`src/hdl/rmme_pkg.sv`:
```
// ----------------------------------------------------------------------------
// rmme_pkg
// Shared types and codes for the register-memory machine execute block.
// ----------------------------------------------------------------------------
package rmme_pkg;

	localparam logic [7:0] OP_LOAD   = 8'h00;
	localparam logic [7:0] OP_ADD_M  = 8'h01;
	localparam logic [7:0] OP_SUB_M  = 8'h02;
	localparam logic [7:0] OP_MUL_M  = 8'h03;
	localparam logic [7:0] OP_DIV_M  = 8'h04;
	localparam logic [7:0] OP_CMP_M  = 8'h05;
	localparam logic [7:0] OP_STORE  = 8'h10;
	localparam logic [7:0] OP_AMUL_M = 8'h13;
	localparam logic [7:0] OP_ADIV_M = 8'h14;
	localparam logic [7:0] OP_MOV    = 8'h20;
	localparam logic [7:0] OP_ADD    = 8'h21;
	localparam logic [7:0] OP_SUB    = 8'h22;
	localparam logic [7:0] OP_MUL    = 8'h23;
	localparam logic [7:0] OP_DIV    = 8'h24;
	localparam logic [7:0] OP_CMP    = 8'h25;
	localparam logic [7:0] OP_AMUL   = 8'h33;
	localparam logic [7:0] OP_ADIV   = 8'h34;
	localparam logic [7:0] OP_JMP    = 8'h80;
	localparam logic [7:0] OP_JEQ    = 8'h81;
	localparam logic [7:0] OP_JNE    = 8'h82;
	localparam logic [7:0] OP_JLT    = 8'h83;
	localparam logic [7:0] OP_JGE    = 8'h84;
	localparam logic [7:0] OP_JGT    = 8'h85;
	localparam logic [7:0] OP_JLE    = 8'h86;
	localparam logic [7:0] OP_JLT_A  = 8'h93;
	localparam logic [7:0] OP_JGE_A  = 8'h94;
	localparam logic [7:0] OP_JGT_A  = 8'h95;
	localparam logic [7:0] OP_JLE_A  = 8'h96;
	localparam logic [7:0] OP_STOP   = 8'h99;

	localparam logic [1:0] ST_OK    = 2'd0;
	localparam logic [1:0] ST_NOREG = 2'd1;
	localparam logic [1:0] ST_NOMEM = 2'd2;
	localparam logic [1:0] ST_DIVZ  = 2'd3;

	localparam int QDEPTH = 2;

	typedef enum logic [2:0] {
		CL_NONE, CL_INIT, CL_HALT, CL_RR, CL_RM, CL_JUMP
	} cls_t;

	typedef enum logic [3:0] {
		K_NONE, K_MOV, K_LOAD, K_STORE, K_ADD, K_SUB, K_MUL, K_AMUL,
		K_DIV, K_ADIV, K_CMP
	} kind_t;

	typedef struct packed {
		cls_t        cls;
		kind_t       kind;
		logic [7:0]  opcode;
		logic [3:0]  reg_a;
		logic [3:0]  reg_b;
		logic [15:0] address;
		logic [15:0] init_value;
	} cmd_t;

	typedef struct packed {
		logic clearing;
	} back_stat_t;

endpackage

```
`src/hdl/rmme_queue.sv`:
```
// ----------------------------------------------------------------------------
// rmme_queue
// Short command queue between the front and the back.
// ----------------------------------------------------------------------------
module rmme_queue (
	input  logic           clk,
	input  logic           arst_n,
	input  logic           push,
	input  rmme_pkg::cmd_t push_cmd,
	input  logic           pop,
	output logic           full,
	output logic           not_empty,
	output rmme_pkg::cmd_t head
);

	localparam int PW = $clog2(rmme_pkg::QDEPTH);

	rmme_pkg::cmd_t   ent_q [rmme_pkg::QDEPTH];
	logic [PW-1:0]    wp_q, rp_q;
	logic [PW:0]      cnt_q;

	assign full      = cnt_q == (PW+1)'(rmme_pkg::QDEPTH);
	assign not_empty = cnt_q != '0;
	assign head      = ent_q[rp_q];

	always_ff @(posedge clk or negedge arst_n) begin
		if (!arst_n) begin
			wp_q  <= '0;
			rp_q  <= '0;
			cnt_q <= '0;
		end else begin
			if (push) wp_q <= wp_q + 1'b1;
			if (pop)  rp_q <= rp_q + 1'b1;
			cnt_q <= cnt_q + (PW+1)'(push) - (PW+1)'(pop);
		end
	end

	always_ff @(posedge clk) begin
		if (push) ent_q[wp_q] <= push_cmd;
	end

endmodule

```
`config.mk`:
```
export PLATFORM = sky130hd
export DESIGN_NAME = rmme_queue
export DESIGN_NICKNAME = d
export VERILOG_FILES = /design/src/hdl/rmme_pkg.sv /design/src/hdl/rmme_queue.sv
export SDC_FILE = /design/constraint.sdc
export NUM_CORES = 1
export LEC_CHECK = 0
export ABC_AREA = 1
export BUFFER_PORTS_ARGS = -buffer_cell sky130_fd_sc_hd__clkbuf_2
export CORE_UTILIZATION = 49
export CTS_CLUSTER_SIZE = 28
export DETAILED_ROUTE_END_ITERATION = 6
export GPL_TIMING_DRIVEN = 0
export PLACE_DENSITY_LB_ADDON = 0.15
export SLEW_MARGIN = 20
export SYNTH_ARGS = -nofsm -noshare
export SYNTH_HDL_FRONTEND = slang
export SYNTH_SLANG_ARGS = --single-unit
```
`constraint.sdc`:
```
create_clock -name clk -period 3.69 [get_ports clk]
set_clock_uncertainty 0.15 [all_clocks]
set_input_delay 0.5535 -clock clk [delete_from_list [all_inputs] [get_ports clk]]
set_output_delay 0.5535 -clock clk [all_outputs]
set_load 0.03 [all_outputs]
```
==> results by group <==
Status
  • Status: finished clean

Place
  • DP HPWL: 5053 µm
  • Placed cells: 534
  • GP Congestion: 0.6772
  • PortBufs: 115

Yosys
  • Xor/xnor share of the synthesized area: 0.4059%
  • Synth Area in Adders: 0.5799%
  • Post-synth top area share: 76.54%
  • Synth Instances: 312
  • Synth area leader: edfxtp_1
  • Post-synthesis mux area share: 0%
  • Top post-synthesis cells by area: edfxtp_1 (77%), inv_1 (5.4%), nand2_1 (5.4%)
  • Yosys warnings: 0
  • Number of synthesized flops with an enable pin: 110
  • Combinational family with the most area after synthesis: buffers and inverters
  • Mapped Area: 0.004315 mm²
  • Mean Syn Cell Area: 13.83 µm²
  • #FFs+latches synth: 114
  • Mapped Nets: 373
  • Main synth FF type: edfxtp_1
  • Async set-reset flop share out of synthesis: 3.509%
  • Sequential share of the synthesized area: 78.86%
  • Yosys cell types: 13
  • Area fraction in compound gates after synthesis: 6.379%
  • Synth Area in Simple Gates: 5.683%
  • Commonest cells post-synth: edfxtp_1 (110), inv_1 (62), nand2_1 (62)
  • Most common cell in the synthesized netlist: edfxtp_1

Power
  • Total power draw: 4.902 mW
  • Peak VDD IR: 0.5398 mV
  • Static leakage: 2.452 nW
  • P per Cell Area: 878.5 mW/mm²

Layout
  • Area grow syn2layout: 29.28%
  • Share of layout cells above drive strength 1: 33.84%
  • Antenna diodes: 0
  • Number of fill cells: 637
  • Nets: 510
  • Post-route insts no fill: 566

Detailed routing
  • DR WL/cell: 13.50 µm
  • Via count: 2602
  • Final wirelength: 7643 µm
  • Drt via density: 4.597
  • # DRC: 0
  • 1st-pass router iterations: 4
  • Post-DRT Antenna Nets: 0
  • First DRT Iteration DRCs: 65

Floorplan
  • I/O pin count: 116
  • Starting Density: 51.49%
  • Placeable Area: 0.008382 mm²
  • DIE AREA: 0.009186 mm²
  • Chip Width: 95.85 µm
  • Die H: 95.85 µm
  • Row Count: 33

Timing
  • Fin crit share: 64.88%
  • Final Max Slew Viols: 0
  • Setup violators final: 0
  • RSZ-0062 raised after global routing: false
  • Max_slew headroom: 52.81%
  • Final Critical Period: 2.394 ns
  • Worst Hold Slack: 0.09643 ns
  • Max frequency: 0.4177 GHz
  • Final count of hold timing violations: 0
  • Least-Margin Pin Slew: 0.7078 ns

Global route
  • Gr ovfl total: 0
  • Initial antenna violation count: 0
  • Tot GR Track Use: 18.03%
  • Number of global-route vias before repair: 2548
  • First-pass GRT wire length: 11760 µm
  • Maximum number of pins on one net before global-route repair: 56

Setup path
  • CP arrival: 1.69 ns
  • CP Class: flop to primary output
  • Startpoint Class: flop
  • CP Max Fanout: 10
  • Setup crit end kind: primary output
  • WP data required: 2.99 ns
  • Reg2reg setup slack: 2.08 ns

Min path
  • Hold Crit Class: input port to flop

Clocking
  • Clock tree buffer depth: 2
  • PostCTS Resize Cnt: 0
  • Root Driver: clkbuf_8
  • Later-pin clock latency in the skew report: 0.49 ns
  • CTS Buf Count: 17
  • Clock transition at path regs: 0.06 ns
  • TritonCTS clock tree: yes
  • H-tree depth: 4
  • Clock Sinks: 114

Job
  • Max Cap Viol: 0
-- worst max-delay path: stages, from the launching register on --
cell and delay, ns:
dfrtp_1 0.41, buf_6 0.17, buf_6 0.15, o21ai_0 0.22
clkbuf_2 0.25
-- state kept, by name, indices dropped and copies added, names as in the netlist --
| signal | count |
|---|---|
| ent_q | 110 |
| cnt_q | 2 |
| rp_q | 1 |
| wp_q | 1 |
-- placed cells by master, fill, tap and decap left out --
cell type      synthesis  layout
clkinv_2               0       6
buf_6                  9       9
nand2_1               62      62
clkbuf_16              0      16
o21ai_1               10      10
ha_1                   2       2
edfxtp_1             110     110
clkinvlp_4             0       4
buf_12                 0       1
nand3_1                1       1
nor2_1                 2       1
o21ai_0               45      45
buf_16                 0       1
inv_1                 62      61
clkinv_1               0       4
dfrtp_1                4       4
clkbuf_1               2       2
dlygate4sd3_1          0       1
clkbuf_2               0     115
clkbuf_8               0       1
buf_4                  1       1
inv_4                  0       1
nor2_4                 0       1
xor2_1                 2       2
-- power by group --
group / leakage [nW] / switching (mW) / internal (mW)
logic: 1.14 / 1.29 / 0.501
registers: 1.08 / 0.0677 / 1.72
clock network: 0.235 / 0.520 / 0.798
total: 2.45 / 1.88 / 3.02
-- path summary, 6_finish.rpt --
check / end / cells past startpoint / from
max in group asynchronous: cnt_q[0]$_DFF_PN0_ / 2 / arst_n
setup / recovery: head[39] / 4 / rp_q$_DFFE_PN0P_
setup reg to reg: ent_q[1][25]$_DFFE_PP_ / 2 / wp_q$_DFFE_PN0P_
min in group asynchronous: wp_q$_DFFE_PN0P_ / 2 / arst_n
hold reg to reg: wp_q$_DFFE_PN0P_ / 1 / wp_q$_DFFE_PN0P_
hold / removal: ent_q[0][46]$_DFFE_PP_ / 1 / push_cmd[46]
-- area by class of cell --
class	instances	area, µm²	share of cell area (%)
inverter	62	235.2	4.216
tap	105	131.4	2.355
multi-input combinational	124	570.5	10.23
clock buffer	17	414.1	7.423
buffer	12	116.4	2.086
timing repair buffer	118	633.1	11.35
sequential	114	3403	61.00
clock inverter	14	75.07	1.346
-- what timing repair did --
| action | 4_1_cts | 5_1_grt |
|---|---|---|
| endpoints found under the hold margin | 4 | 0 |
| hold buffers | 1 | 0 |
| buffers inserted | 0 | 0 |
-- routing by layer --
metal	wire length, µm	track usage (%)	vias to the layer above
met4	93	7.463	0
met2	3994	30.95	70
met3	376	6.398	8
met1	3179	20.47	1196
li1	-	-	1328
met5	0	0	-
-- logic make-up after synthesis --
| logic type | count (synthesis) |
|---|---|
| adders and majority gates | 2 |
| AOI/OAI and AO/OA | 55 |
| DFF | 114 |
| buffers and inverters | 74 |
| xor gates and xnor gates | 2 |
| and+or+nand+nor | 65 |
-- metrics by stage --
step / utilization (%) / setup WS [ns] / area, µm² / setup TNS (ns)
after floorplan: - / 0.1686 / 4315 / 0
after global placement: 59.92 / -1.296 / 5022 / -71.12
after detailed placement: 60.61 / 1.798 / 5080 / 0
after CTS: 66.56 / 1.268 / 5579 / 0
after global routing: 66.56 / 1.204 / 5579 / 0
final: 66.56 / 1.296 / 5579 / 0
Power figures use the tool's default switching activity.
