**config.mk**
```make
export PLATFORM = sky130hd
export DESIGN_NAME = rmme_front
export DESIGN_NICKNAME = d
export VERILOG_FILES = /design/src/hdl/rmme_pkg.sv /design/src/hdl/rmme_front.sv
export SDC_FILE = /design/constraint.sdc
export NUM_CORES = 1
export LEC_CHECK = 0
export BUFFER_PORTS_ARGS = -buffer_cell sky130_fd_sc_hd__buf_2
export CAP_MARGIN = 20
export CORE_MARGIN = 3
export CORE_UTILIZATION = 27
export DETAILED_ROUTE_END_ITERATION = 8
export PLACE_DENSITY = 0.8
export SLEW_MARGIN = 25
export SYNTH_ARGS = -nofsm -noshare
export SYNTH_HDL_FRONTEND = slang
export SYNTH_SLANG_ARGS = --single-unit
```
**constraint.sdc**
```tcl
create_clock -name vclk -period 1.8
set_input_delay 0.36 -clock vclk [all_inputs]
set_output_delay 0.36 -clock vclk [all_outputs]
set_load 0.01 [all_outputs]
```
**src/hdl/rmme_pkg.sv**
```systemverilog
// ----------------------------------------------------------------------------
// rmme_pkg
// Shared types and codes for the register-memory machine execute block.
// ----------------------------------------------------------------------------
package rmme_pkg;

	localparam logic [7:0] OP_LOAD   = 8'h00;
	localparam logic [7:0] OP_ADD_M  = 8'h01;
	localparam logic [7:0] OP_SUB_M  = 8'h02;
	localparam logic [7:0] OP_MUL_M  = 8'h03;
	localparam logic [7:0] OP_DIV_M  = 8'h04;
	localparam logic [7:0] OP_CMP_M  = 8'h05;
	localparam logic [7:0] OP_STORE  = 8'h10;
	localparam logic [7:0] OP_AMUL_M = 8'h13;
	localparam logic [7:0] OP_ADIV_M = 8'h14;
	localparam logic [7:0] OP_MOV    = 8'h20;
	localparam logic [7:0] OP_ADD    = 8'h21;
	localparam logic [7:0] OP_SUB    = 8'h22;
	localparam logic [7:0] OP_MUL    = 8'h23;
	localparam logic [7:0] OP_DIV    = 8'h24;
	localparam logic [7:0] OP_CMP    = 8'h25;
	localparam logic [7:0] OP_AMUL   = 8'h33;
	localparam logic [7:0] OP_ADIV   = 8'h34;
	localparam logic [7:0] OP_JMP    = 8'h80;
	localparam logic [7:0] OP_JEQ    = 8'h81;
	localparam logic [7:0] OP_JNE    = 8'h82;
	localparam logic [7:0] OP_JLT    = 8'h83;
	localparam logic [7:0] OP_JGE    = 8'h84;
	localparam logic [7:0] OP_JGT    = 8'h85;
	localparam logic [7:0] OP_JLE    = 8'h86;
	localparam logic [7:0] OP_JLT_A  = 8'h93;
	localparam logic [7:0] OP_JGE_A  = 8'h94;
	localparam logic [7:0] OP_JGT_A  = 8'h95;
	localparam logic [7:0] OP_JLE_A  = 8'h96;
	localparam logic [7:0] OP_STOP   = 8'h99;

	localparam logic [1:0] ST_OK    = 2'd0;
	localparam logic [1:0] ST_NOREG = 2'd1;
	localparam logic [1:0] ST_NOMEM = 2'd2;
	localparam logic [1:0] ST_DIVZ  = 2'd3;

	localparam int QDEPTH = 2;

	typedef enum logic [2:0] {
		CL_NONE, CL_INIT, CL_HALT, CL_RR, CL_RM, CL_JUMP
	} cls_t;

	typedef enum logic [3:0] {
		K_NONE, K_MOV, K_LOAD, K_STORE, K_ADD, K_SUB, K_MUL, K_AMUL,
		K_DIV, K_ADIV, K_CMP
	} kind_t;

	typedef struct packed {
		cls_t        cls;
		kind_t       kind;
		logic [7:0]  opcode;
		logic [3:0]  reg_a;
		logic [3:0]  reg_b;
		logic [15:0] address;
		logic [15:0] init_value;
	} cmd_t;

	typedef struct packed {
		logic clearing;
	} back_stat_t;

endpackage

```
**src/hdl/rmme_front.sv**
```systemverilog
// ----------------------------------------------------------------------------
// rmme_front
// Accepts requests and classifies them into commands for the queue.
// ----------------------------------------------------------------------------
module rmme_front (
	input  logic                req_type,
	input  logic [7:0]          opcode,
	input  logic [3:0]          reg_a,
	input  logic [3:0]          reg_b,
	input  logic [15:0]         address,
	input  logic [15:0]         init_value,
	input  logic                item_valid,
	output logic                item_ready,
	input  rmme_pkg::back_stat_t bstat,
	input  logic                q_full,
	output logic                push,
	output rmme_pkg::cmd_t      cmd
);

	rmme_pkg::cls_t  cls;
	rmme_pkg::kind_t kind;

	always_comb begin
		unique case (opcode)
			rmme_pkg::OP_MOV:                      kind = rmme_pkg::K_MOV;
			rmme_pkg::OP_LOAD:                     kind = rmme_pkg::K_LOAD;
			rmme_pkg::OP_STORE:                    kind = rmme_pkg::K_STORE;
			rmme_pkg::OP_ADD, rmme_pkg::OP_ADD_M:   kind = rmme_pkg::K_ADD;
			rmme_pkg::OP_SUB, rmme_pkg::OP_SUB_M:   kind = rmme_pkg::K_SUB;
			rmme_pkg::OP_MUL, rmme_pkg::OP_MUL_M:   kind = rmme_pkg::K_MUL;
			rmme_pkg::OP_AMUL, rmme_pkg::OP_AMUL_M: kind = rmme_pkg::K_AMUL;
			rmme_pkg::OP_DIV, rmme_pkg::OP_DIV_M:   kind = rmme_pkg::K_DIV;
			rmme_pkg::OP_ADIV, rmme_pkg::OP_ADIV_M: kind = rmme_pkg::K_ADIV;
			rmme_pkg::OP_CMP, rmme_pkg::OP_CMP_M:   kind = rmme_pkg::K_CMP;
			default:                               kind = rmme_pkg::K_NONE;
		endcase
	end

	always_comb begin
		priority if (req_type) begin
			cls = rmme_pkg::CL_INIT;
		end else if (opcode == rmme_pkg::OP_STOP) begin
			cls = rmme_pkg::CL_HALT;
		end else if (opcode[7:4] == 4'h2 || opcode[7:4] == 4'h3) begin
			cls = (kind == rmme_pkg::K_NONE) ? rmme_pkg::CL_NONE : rmme_pkg::CL_RR;
		end else if (opcode[7:4] == 4'h0 || opcode[7:4] == 4'h1) begin
			cls = (kind == rmme_pkg::K_NONE) ? rmme_pkg::CL_NONE : rmme_pkg::CL_RM;
		end else if ((opcode >= rmme_pkg::OP_JMP && opcode <= rmme_pkg::OP_JLE) ||
			(opcode >= rmme_pkg::OP_JLT_A && opcode <= rmme_pkg::OP_JLE_A)) begin
			cls = rmme_pkg::CL_JUMP;
		end else begin
			cls = rmme_pkg::CL_NONE;
		end
	end

	// hold off requests while the queue is full or the memory marks are being swept
	assign item_ready = !q_full && !bstat.clearing;
	assign push       = item_valid && item_ready;

	always_comb begin
		cmd.cls        = cls;
		cmd.kind       = kind;
		cmd.opcode     = opcode;
		cmd.reg_a      = reg_a;
		cmd.reg_b      = reg_b;
		cmd.address    = address;
		cmd.init_value = init_value;
	end

endmodule

```
==> impl_table.tex, run 1 <==
\begin{tabular}{lr}
\hline
Metric & Value \\
\hline
\multicolumn{2}{l}{\textbf{STA}} \\
\quad RSZ-0062 raised after global routing & yes \\
\quad Worst-margin pin slew & 0.391 ns \\
\quad Final count of pins violating max slew & 0 \\
\quad Final count of hold timing violations & 0 \\
\quad Final Cycle Share & 119\% \\
\quad Total of endpoints with negative setup slack in the final report & 5 \\
\quad Minimum clock period after layout & between 2 and 2.5 ns \\
\quad Final hold slack & slightly above 0.7 ns \\
\quad Min setup slack post-route & -0.350 ns \\
\quad Maximum clock frequency & approximately 0.47 GHz \\
\quad Headroom to the max-slew limit & 73.2\% \\
\multicolumn{2}{l}{\textbf{Synth}} \\
\quad Instance count of the mapped netlist & a little over 90 \\
\quad Main area contributors after synthesis & sky130\_fd\_sc\_hd\_\_buf\_4 (52\%), sky130\_fd\_sc\_hd\_\_ha\_1 (9.1\%), sky130\_fd\_sc\_hd\_\_a2111oi\_4 (4.0\%) \\
\quad Number of warnings printed during yosys synthesis & 0 \\
\quad Cell taking the most area after synthesis & sky130\_fd\_sc\_hd\_\_buf\_4 \\
\quad Count of distinct cell types in the synthesized netlist & 27 \\
\quad Share of the yosys chip area belonging to registers & 0\% \\
\quad Mapped Avg Cell Area & approximately 7.4 sq um \\
\quad Post-synthesis net count & 150 \\
\quad Post-synth design cell area & between 600 and 700 sq um \\
\quad Post-synth top area share & a little over half \\
\multicolumn{2}{l}{\textbf{Place}} \\
\quad Post-detail-place hpwl & between 1000 and 1500 um \\
\quad Instance area at placement & between 600 and 700 sq um \\
\quad Quantity of I/O buffers inserted on ports & 29 \\
\quad Last weighted congestion value of the routability-driven placer & 0.778 \\
\quad Pre-CTS setup slack & -0.436 ns \\
\multicolumn{2}{l}{\textbf{Worst setup path}} \\
\quad Cells along the critical path & buf\_12, inv\_12, ha\_4, nor2\_2, a211oi\_2, buf\_4, a21oi\_2, a2111oi\_4, o22ai\_2, buf\_2 \\
\quad Element type at the critical path end & primary output \\
\quad Cell family contributing the most delay on the critical path & compound AO/OA/AOI/OAI gates \\
\quad Category of the critical setup timing path & input port to primary output \\
\quad Slowest cell on the critical path & sky130\_fd\_sc\_hd\_\_a2111oi\_4 \\
\quad Max incr delay on CP & between 0.3 and 0.4 ns \\
\quad Req. time, crit path & between 1 and 1.5 ns \\
\quad Arr. time, crit path & $\sim$1.8 ns \\
\quad Largest fanout on the critical path & 3 \\
\quad Type of element launching the critical path & input port \\
\quad Number of buffer and inverter stages on the critical path & 4 \\
\multicolumn{2}{l}{\textbf{Route}} \\
\quad Routed via count & 571 \\
\quad Detailed Route WL & between 1500 and 2000 um \\
\quad First-pass detailed-route iteration total & 2 \\
\quad Wirelength per Cell & 13.4 um \\
\quad Via-per-instance ratio & roughly 4.8 \\
\quad Antenna Nets Post-Route & 0 \\
\quad Number of remaining DRC errors & 0 \\
\quad Drt first-iter violations & 6 \\
\multicolumn{2}{l}{\textbf{Floorplan}} \\
\quad Die Ht & $\sim$57 um \\
\quad FP Rows & 17 \\
\quad Number of top-level design ports & 109 \\
\quad Horiz. Die Dim & 56.6 um \\
\quad Starting density of the core & around 30\% \\
\quad Die footprint & 0.00320 sq mm \\
\quad Placeable Area & around 0.0023 sq mm \\
\multicolumn{2}{l}{\textbf{Global routing}} \\
\quad Overall global routing resource usage & roughly 9\% \\
\quad GR Overflow Total & 0 \\
\quad Initial antenna violation count & 0 \\
\quad Number of global-route vias before repair & 540 \\
\quad Wire length of the first global-routing pass & around 2400 um \\
\quad Pin count of the biggest net entering global routing & 8 \\
\multicolumn{2}{l}{\textbf{Finish}} \\
\quad Nets & $\sim$150 \\
\quad Final non-filler cell area & 768 sq um \\
\quad Final antenna diode count & 0 \\
\quad Layout Area Growth over Synthesis & 11.2\% \\
\quad Seq cells & 0 \\
\quad Commonest cells after routing, fill and taps aside & sky130\_fd\_sc\_hd\_\_buf\_2 (26), sky130\_fd\_sc\_hd\_\_buf\_4 (18), sky130\_fd\_sc\_hd\_\_nor2\_1 (6), sky130\_fd\_sc\_hd\_\_ha\_1 (3) \\
\quad Number of filler cells placed in the layout & roughly 250 \\
\quad Share of the core filled with cells in the final layout & around a third \\
\quad Clock buffer instance count of the final layout & 0 \\
\quad Most common cell after layout, fill and taps aside & sky130\_fd\_sc\_hd\_\_buf\_2 \\
\quad Area of all sequential standard cells & 0 sq um \\
\quad Proportion of layout cells with a drive suffix above 1 & 72.8\% \\
\multicolumn{2}{l}{\textbf{CTS}} \\
\quad Count of hold-fix buffers inserted at cts & 0 \\
\multicolumn{2}{l}{\textbf{Hold path}} \\
\quad Worst min-delay path category & input port to primary output \\
\multicolumn{2}{l}{\textbf{Power and ir drop}} \\
\quad Peak supply drop & between 0.1 and 0.15 mV \\
\quad Total design power & $\sim$170 uW \\
\quad Total power density per cell area & 218 mW/mm\^{}2 \\
\quad Static Leakage & 0.000360 uW \\
\multicolumn{2}{l}{\textbf{Status}} \\
\quad Violated checks & setup timing \\
\quad Run status & finished with violations \\
\multicolumn{2}{l}{\textbf{Run}} \\
\quad Total of max-cap violations & 0 \\
\hline
\end{tabular}
## through the flow
| step | TNS (ns) | instances |
|---|---|---|
| final | -1.06 | 120 |
| after CTS | -1.23 | 119 |
| after global placement | -1.50 | 118 |
| after detailed placement | -1.63 | 118 |
| after floorplan | -0.0280 | 93 |
| after global routing | -1.42 | 120 |
## cell usage after synthesis
cell / n
sky130_fd_sc_hd__nand3b_1: 2
sky130_fd_sc_hd__o32ai_1: 1
sky130_fd_sc_hd__a211oi_2: 1
sky130_fd_sc_hd__and2_2: 1
sky130_fd_sc_hd__a21oi_1: 2
sky130_fd_sc_hd__a2111oi_0: 2
sky130_fd_sc_hd__a211oi_1: 1
sky130_fd_sc_hd__nand2b_2: 1
sky130_fd_sc_hd__nand4_1: 1
sky130_fd_sc_hd__a2111oi_4: 1
sky130_fd_sc_hd__or2_2: 1
sky130_fd_sc_hd__or3_2: 1
sky130_fd_sc_hd__ha_1: 5
sky130_fd_sc_hd__o22ai_1: 1
sky130_fd_sc_hd__nand2_1: 2
sky130_fd_sc_hd__o21ai_1: 2
sky130_fd_sc_hd__mux2i_1: 1
sky130_fd_sc_hd__o21ai_0: 1
sky130_fd_sc_hd__nor2_1: 6
sky130_fd_sc_hd__mux2_2: 1
sky130_fd_sc_hd__buf_4: 48
sky130_fd_sc_hd__nor3_1: 2
sky130_fd_sc_hd__inv_1: 4
sky130_fd_sc_hd__nor2_2: 1
sky130_fd_sc_hd__or3_1: 1
sky130_fd_sc_hd__or4b_1: 1
sky130_fd_sc_hd__and2_1: 2
## routing by layer
layer / up-vias / GRT usage, % / routed length, um
met2: 41 / 15.7 / 756
met1: 251 / 9.66 / 568
met4: 0 / 4.07 / 47
met5: - / 0 / 0
li1: 265 / - / -
met3: 14 / 3.22 / 237
## path summary, 6_finish.rpt
check                          start  endpoint  cells past startpoint
worst max-delay path       opcode[0]   cmd[53]                     10
worst min-delay path  init_value[11]   cmd[11]                      0
## kinds of logic after synthesis
kind of cell    synth area share, %
buf+inv                        54.3
simple gates                   18.3
compound gates                 15.2
fa+ha+maj                      9.06
mux                            3.08
## cell type report
| cell class | instances | area, sq um | area share [%] |
|---|---|---|---|
| multi-input cells | 41 | 382 | 49.7 |
| repair buffers | 47 | 317 | 41.2 |
| inverters | 4 | 35.0 | 4.56 |
| well taps | 28 | 35.0 | 4.56 |
## power by group
part	internal, uW	total [uW]	switching (uW)
logic	86.8	167	80.4
registers	0	0	0
clock network	0	0	0
total	86.8	167	80.4
## repair_timing
action                                  4_1_cts  5_1_grt
endpoints found under the setup margin        6        6
pin swaps                                     7        4
buffers inserted                              1        1
resized for setup                             9        8
(Power assumes the default switching activity.)
==> run 2: changes to the inputs <==
--- a/config.mk
+++ b/config.mk
@@ -10,5 +10,5 @@
 export CORE_MARGIN = 3
-export CORE_UTILIZATION = 27
+export CORE_UTILIZATION = 30
 export DETAILED_ROUTE_END_ITERATION = 8
-export PLACE_DENSITY = 0.8
+export PLACE_DENSITY = 0.84
 export SLEW_MARGIN = 25
==> constraint.sdc (replaced) <==
create_clock -name vclk -period 2.3
set_input_delay 0.46 -clock vclk [all_inputs]
set_output_delay 0.46 -clock vclk [all_outputs]
set_load 0.05 [all_outputs]
==> impl_table.tex, run 2 (same netlist as run 1, synthesis figures left out) <==
\begin{tabular}{lr}
\hline
Metric & Value \\
\hline
\multicolumn{2}{l}{\textbf{Finish}} \\
\quad Seq cells & 0 (unchanged) \\
\quad Most common cell after layout, fill and taps aside & sky130\_fd\_sc\_hd\_\_buf\_2 (unchanged) \\
\quad Nets & 152 (was 151) \\
\quad Proportion of layout cells with a drive suffix above 1 & 69.9\% (was 72.8\%) \\
\quad Clock buffer instance count of the final layout & 0 (unchanged) \\
\quad Number of filler cells placed in the layout & 206 (was 245) \\
\quad Fin cells & 120 (unchanged) \\
\quad Final antenna diode count & 0 (unchanged) \\
\quad Commonest cells after routing, fill and taps aside & sky130\_fd\_sc\_hd\_\_buf\_2 (23), sky130\_fd\_sc\_hd\_\_buf\_4 (20), sky130\_fd\_sc\_hd\_\_nor2\_1 (6), sky130\_fd\_sc\_hd\_\_ha\_1 (3), sky130\_fd\_sc\_hd\_\_buf\_6 (3) (was sky130\_fd\_sc\_hd\_\_buf\_2 (26), sky130\_fd\_sc\_hd\_\_buf\_4 (18), sky130\_fd\_sc\_hd\_\_nor2\_1 (6), sky130\_fd\_sc\_hd\_\_ha\_1 (3)) \\
\quad Layout Area Growth over Synthesis & 9.78\% (was 11.2\%) \\
\quad Area of all sequential standard cells & 0 sq um (unchanged) \\
\multicolumn{2}{l}{\textbf{Global routing}} \\
\quad Pin count of the biggest net entering global routing & 9 (was 8) \\
\quad Overall global routing resource usage & 10.4\% (was 9.03\%) \\
\quad Number of global-route vias before repair & 552 (was 540) \\
\quad Wire length of the first global-routing pass & 2350 um (was 2430 um) \\
\quad GR Overflow Total & 0 (unchanged) \\
\quad Initial antenna violation count & 0 (unchanged) \\
\multicolumn{2}{l}{\textbf{Floorplan}} \\
\quad Placeable Area & 0.00206 sq mm (was 0.00232 sq mm) \\
\quad Starting density of the core & 33.5\% (was 29.8\%) \\
\quad Die footprint & 0.00291 sq mm (was 0.00320 sq mm) \\
\quad Horiz. Die Dim & 54.0 um (was 56.6 um) \\
\quad Number of top-level design ports & 109 (unchanged) \\
\quad Die Ht & 54.0 um (was 56.6 um) \\
\quad FP Rows & 16 (was 17) \\
\multicolumn{2}{l}{\textbf{Route}} \\
\quad Detailed-route wire length on metal 1 & 536 um (was 568 um) \\
\quad Routed via count & 553 (was 571) \\
\quad Met2 wire length & 803 um (was 756 um) \\
\quad Via-per-instance ratio & 4.61 (was 4.76) \\
\quad Top metal layer carrying routed signals & met4 (unchanged) \\
\quad First-pass detailed-route iteration total & 4 (was 2) \\
\quad Detailed Route WL & 1550 um (was 1610 um) \\
\quad Drt first-iter violations & 1 (was 6) \\
\quad Total met3 wirelength after detailed routing & 176 um (was 237 um) \\
\quad Wirelength per Cell & 12.9 um (was 13.4 um) \\
\quad Number of remaining DRC errors & 0 (unchanged) \\
\quad Antenna Nets Post-Route & 0 (unchanged) \\
\multicolumn{2}{l}{\textbf{Place}} \\
\quad Quantity of I/O buffers inserted on ports & 29 (unchanged) \\
\quad Pre-CTS setup slack & -0.270 ns (was -0.436 ns) \\
\quad Last weighted congestion value of the routability-driven placer & 0.765 (was 0.778) \\
\quad Post-detail-place hpwl & 1260 um (was 1390 um) \\
\quad Cell Count Post-Placement & 119 (was 118) \\
\multicolumn{2}{l}{\textbf{STA}} \\
\quad Final count of pins violating max slew & 0 (unchanged) \\
\quad Headroom to the max-slew limit & 74.4\% (was 73.2\%) \\
\quad Final Cycle Share & 106\% \\
\quad RSZ-0062 raised after global routing & yes (unchanged) \\
\quad Minimum clock period after layout & between 2 and 2.5 ns \\
\quad Final TNS setup & -0.379 ns (was -1.06 ns) \\
\quad Worst-margin pin slew & 0.375 ns (was 0.391 ns) \\
\quad Final count of hold timing violations & 0 (unchanged) \\
\quad Final hold slack & 0.920 ns (was 0.720 ns) \\
\quad Total of endpoints with negative setup slack in the final report & 3 (was 5) \\
\quad Min setup slack post-route & -0.135 ns (was -0.350 ns) \\
\quad Maximum clock frequency & roughly 0.41 GHz \\
\multicolumn{2}{l}{\textbf{Power and ir drop}} \\
\quad Total power density per cell area & 221 mW/mm\^{}2 (was 218 mW/mm\^{}2) \\
\quad Peak supply drop & 0.0763 mV (was 0.101 mV) \\
\quad Static Leakage & 0.000360 uW (about the same) \\
\quad Total design power & 168 uW (was 167 uW) \\
\multicolumn{2}{l}{\textbf{Worst setup path}} \\
\quad Largest fanout on the critical path & 4 (was 3) \\
\quad Element type at the critical path end & primary output (unchanged) \\
\quad Req. time, crit path & 1.84 ns (was 1.44 ns) \\
\quad Arr. time, crit path & 1.97 ns (was 1.79 ns) \\
\quad Cells along the critical path & buf\_8, inv\_6, ha\_4, nor2\_2, a211oi\_2, o32ai\_2, a2111oi\_4, buf\_4, o22ai\_4, buf\_6 (was buf\_12, inv\_12, ha\_4, nor2\_2, a211oi\_2, buf\_4, a21oi\_2, a2111oi\_4, o22ai\_2, buf\_2) \\
\quad Category of the critical setup timing path & input port to primary output (unchanged) \\
\quad Slowest cell on the critical path & sky130\_fd\_sc\_hd\_\_a2111oi\_4 (unchanged) \\
\quad Max incr delay on CP & 0.28 ns (was 0.39 ns) \\
\quad Type of element launching the critical path & input port (unchanged) \\
\multicolumn{2}{l}{\textbf{Status}} \\
\quad Violated checks & setup timing (unchanged) \\
\quad Run status & finished with violations (unchanged) \\
\multicolumn{2}{l}{\textbf{Hold path}} \\
\quad Worst min-delay path category & input port to primary output (unchanged) \\
\multicolumn{2}{l}{\textbf{Run}} \\
\quad Total of max-cap violations & 0 (unchanged) \\
\multicolumn{2}{l}{\textbf{CTS}} \\
\quad Count of hold-fix buffers inserted at cts & 0 (unchanged) \\
\hline
\end{tabular}
## run 2: cell count changes in the layout (fill, tap and decap cells not counted), moves of 2 or more
| cell | delta |
|---|---|
| sky130_fd_sc_hd__buf_4 | +2 |
| sky130_fd_sc_hd__buf_8 | +2 |
| sky130_fd_sc_hd__buf_6 | +2 |
| sky130_fd_sc_hd__buf_2 | -3 |
| sky130_fd_sc_hd__buf_12 | -2 |
## run 2: power breakdown
part / internal (uW) / switching, uW
Combinational: 67.8 / 99.8
Sequential: 0 / 0
Clock: 0 / 0
Total: 67.8 / 99.8
## run 2: cell type report
class | count | area [sq um] | share of cell area [%]
inverter | 4 | 22.5 | 2.97
tap | 27 | 33.8 | 4.46
timing repair buffer | 48 | 329 | 43.4
multi-input combinational | 41 | 373 | 49.2
## run 2: per-stage QoR
stage / cell area (sq um) / util (%)
floorplan: 718 / -
global placement: 672 / 32.6
detailed placement: 672 / 32.6
CTS: 746 / 36.2
global route: 758 / 36.8
finish: 758 / 36.8
## run 2: path summary, 6_finish.rpt
| check | from | endpoint | slack, ns | cells past startpoint |
|---|---|---|---|---|
| max | opcode[0] | cmd[53] | -0.13 | 10 |
| min | init_value[14] | cmd[14] | 0.92 | 0 |
## run 2: critical path: cells and delay by family
kind,cells,cell delay [ns]
AO/OA/AOI/OAI,4,0.75
buffers and inverters,4,0.48
adder cells (fa/ha/maj),1,0.24
AND/OR/NAND/NOR,1,0.03
## run 2: metal layers
layer  GRT usage (%)  vias to the layer above
met2            20.4                       33
met4            4.15                        0
li1                -                      265
met5               0                        -
met1            10.7                      245
met3            1.66                       10
## run 2: repair_timing
item / 4_1_cts / 5_1_grt
endpoints found under the setup margin: 4 / 4
cloned: 0 / 0
gates resized for setup: 20 / 4
pin swaps: 7 / 5
buffers inserted: 1 / 0
==> run 3: changes to the inputs <==
Settings changed: CORE_UTILIZATION 30 to 33, GPL_ROUTABILITY_DRIVEN set to 0, PLACE_DENSITY 0.84 to 0.91.
Clock period 2.3 ns to 3 ns, I/O delays scaled along.
==> impl_table.tex, run 3 (same netlist as run 1, synthesis figures left out) <==
\begin{tabular}{lr}
\hline
Metric & Value \\
\hline
\multicolumn{2}{l}{\textbf{Status}} \\
\quad Run status & complete, no violations (was finished with violations) \\
\multicolumn{2}{l}{\textbf{Route}} \\
\quad Antenna Nets Post-Route & 0 (unchanged) \\
\quad Number of remaining DRC errors & 0 (unchanged) \\
\quad Routed via count & 507 (was 553) \\
\quad Drt first-iter violations & 7 (was 1) \\
\quad Detailed Route WL & 1440 um (was 1550 um) \\
\quad Via-per-instance ratio & 5.12 (was 4.61) \\
\quad Wirelength per Cell & 14.6 um (was 12.9 um) \\
\quad Met2 wire length & 685 um (was 803 um) \\
\quad Detailed-route wire length on metal 1 & 493 um (was 536 um) \\
\quad First-pass detailed-route iteration total & 4 (unchanged) \\
\quad Top metal layer carrying routed signals & met4 (unchanged) \\
\quad Total met3 wirelength after detailed routing & 203 um (was 176 um) \\
\multicolumn{2}{l}{\textbf{CTS}} \\
\quad Count of hold-fix buffers inserted at cts & 0 (unchanged) \\
\quad Post-CTS setup buffer count & 0 (was 1) \\
\quad Post-cts gate resize count & 0 (was 20) \\
\multicolumn{2}{l}{\textbf{Hold path}} \\
\quad Worst min-delay path category & input port to primary output (unchanged) \\
\quad Depth of the worst hold-timing path & 0 (unchanged) \\
\multicolumn{2}{l}{\textbf{Global routing}} \\
\quad Overall global routing resource usage & 10.0\% (was 10.4\%) \\
\quad Initial antenna violation count & 0 (unchanged) \\
\quad Number of global-route vias before repair & 465 (was 552) \\
\quad GR Overflow Total & 0 (unchanged) \\
\quad Wire length of the first global-routing pass & 2150 um (was 2350 um) \\
\quad Pin count of the biggest net entering global routing & 10 (was 9) \\
\multicolumn{2}{l}{\textbf{Finish}} \\
\quad Most common cell after layout, fill and taps aside & sky130\_fd\_sc\_hd\_\_buf\_2 (unchanged) \\
\quad Proportion of layout cells with a drive suffix above 1 & 52.7\% (was 69.9\%) \\
\quad Final antenna diode count & 0 (unchanged) \\
\quad Seq cells & 0 (unchanged) \\
\quad Nets & 133 (was 152) \\
\quad Layout Area Growth over Synthesis & -24.6\% (was 9.78\%) \\
\quad Area of all sequential standard cells & 0 sq um (unchanged) \\
\quad Clock buffer instance count of the final layout & 0 (unchanged) \\
\quad Commonest cells after routing, fill and taps aside & sky130\_fd\_sc\_hd\_\_buf\_2 (29), sky130\_fd\_sc\_hd\_\_nor2\_1 (6), sky130\_fd\_sc\_hd\_\_ha\_1 (5), sky130\_fd\_sc\_hd\_\_inv\_1 (4) (was sky130\_fd\_sc\_hd\_\_buf\_2 (23), sky130\_fd\_sc\_hd\_\_buf\_4 (20), sky130\_fd\_sc\_hd\_\_nor2\_1 (6), sky130\_fd\_sc\_hd\_\_ha\_1 (3), sky130\_fd\_sc\_hd\_\_buf\_6 (3)) \\
\multicolumn{2}{l}{\textbf{Worst setup path}} \\
\quad Max incr delay on CP & 0.35 ns (was 0.28 ns) \\
\quad Depth of the critical timing path with buffers and inverters included & 9 (was 10) \\
\quad Type of element launching the critical path & input port (unchanged) \\
\quad Slowest cell on the critical path & sky130\_fd\_sc\_hd\_\_a2111oi\_4 (unchanged) \\
\quad Cell with the most instances on the worst path & sky130\_fd\_sc\_hd\_\_buf\_2 \\
\quad Category of the critical setup timing path & input port to primary output (unchanged) \\
\quad Number of buffer and inverter stages on the critical path & 3 (was 4) \\
\quad Arr. time, crit path & 2.21 ns (was 1.97 ns) \\
\quad Cells along the critical path & buf\_2, inv\_1, ha\_1, nor2\_2, a211oi\_2, o32ai\_2, a2111oi\_4, o21ai\_1, buf\_2 (was buf\_8, inv\_6, ha\_4, nor2\_2, a211oi\_2, o32ai\_2, a2111oi\_4, buf\_4, o22ai\_4, buf\_6) \\
\quad Req. time, crit path & 2.40 ns (was 1.84 ns) \\
\quad Cell family contributing the most delay on the critical path & compound AO/OA/AOI/OAI gates (unchanged) \\
\quad Largest fanout on the critical path & 5 (was 4) \\
\quad Element type at the critical path end & primary output (unchanged) \\
\multicolumn{2}{l}{\textbf{Power and ir drop}} \\
\quad Fraction of power spent switching nets & 71.0\% (was 59.6\%) \\
\quad Internal power contribution & 27.3 uW (was 67.8 uW) \\
\quad Total power density per cell area & 181 mW/mm\^{}2 (was 221 mW/mm\^{}2) \\
\quad Part of the power in registers & 0\% (about the same) \\
\quad Net load switching power & 66.7 uW (was 99.8 uW) \\
\quad Part of the total power dissipated in combinational logic & 100.0\% (about the same) \\
\quad Peak supply drop & 0.0650 mV (was 0.0763 mV) \\
\quad Total design power & 94.0 uW (was 168 uW) \\
\quad Static Leakage & 0.000255 uW (was 0.000360 uW) \\
\quad Clock network power share & 0\% (about the same) \\
\multicolumn{2}{l}{\textbf{Floorplan}} \\
\quad Placeable Area & 0.00184 sq mm (was 0.00206 sq mm) \\
\quad FP Rows & 15 (was 16) \\
\quad Die Ht & 51.8 um (was 54.0 um) \\
\quad Starting density of the core & 37.6\% (was 33.5\%) \\
\quad Horiz. Die Dim & 51.8 um (was 54.0 um) \\
\quad Number of top-level design ports & 109 (unchanged) \\
\quad Die footprint & 0.00268 sq mm (was 0.00291 sq mm) \\
\multicolumn{2}{l}{\textbf{STA}} \\
\quad Total of endpoints with negative setup slack in the final report & 0 (was 3) \\
\quad Final count of hold timing violations & 0 (unchanged) \\
\quad Minimum clock period after layout & approximately 2.8 ns \\
\quad Maximum clock frequency & 0.356 GHz \\
\quad RSZ-0062 raised after global routing & no (was yes) \\
\quad Final Cycle Share & 93.6\% \\
\quad Final hold slack & 1.20 ns (was 0.920 ns) \\
\quad Final TNS setup & 0 ns (was -0.379 ns) \\
\quad Headroom to the max-slew limit & 59.1\% (was 74.4\%) \\
\quad Worst-margin pin slew & 0.598 ns (was 0.375 ns) \\
\quad Final count of pins violating max slew & 0 (unchanged) \\
\multicolumn{2}{l}{\textbf{Place}} \\
\quad Quantity of I/O buffers inserted on ports & 29 (unchanged) \\
\quad Post-detail-place hpwl & 1270 um (was 1260 um) \\
\multicolumn{2}{l}{\textbf{Run}} \\
\quad Total of max-cap violations & 0 (unchanged) \\
\hline
\end{tabular}
[run 3: power groups by stage]
stage	registers [uW]	logic (uW)	clock network [uW]
6_report	0	94.0	0
5_1_grt	0	101	0
4_1_cts	0	93.3	0
3_5_place_dp	0	93.0	0
3_3_place_gp	0	91.2	0
2_1_floorplan	0	216	0
[run 3: per-layer routing]
layer	track usage [%]	up-vias
met5	0	-
li1	-	229
met1	9.79	214
met2	18.2	50
met3	3.15	14
met4	6.11	0
[run 3: path summary, 6_finish.rpt]
kind | startpoint | to
min | address[4] | cmd[20]
max | opcode[1] | cmd[54]
[run 3: area by class of cell]
cell class                 instances  area (sq um)
tap                               25          31.3
inverter                           4          15.0
timing repair buffer              29           145
fill                             212          1320
multi-input combinational         41           329
[run 3: stage by stage]
| stage | setup WS [ns] | instance area (sq um) | util [%] | cells |
|---|---|---|---|---|
| 2_1_floorplan | 0.193 | 697 | - | 93 |
| 3_3_place_gp | 0.208 | 513 | 27.9 | 99 |
| 5_1_grt | 0.0379 | 520 | 28.3 | 99 |
| 3_5_place_dp | 0.116 | 513 | 27.9 | 99 |
| 4_1_cts | 0.112 | 513 | 27.9 | 99 |
| 6_report | 0.192 | 520 | 28.3 | 99 |
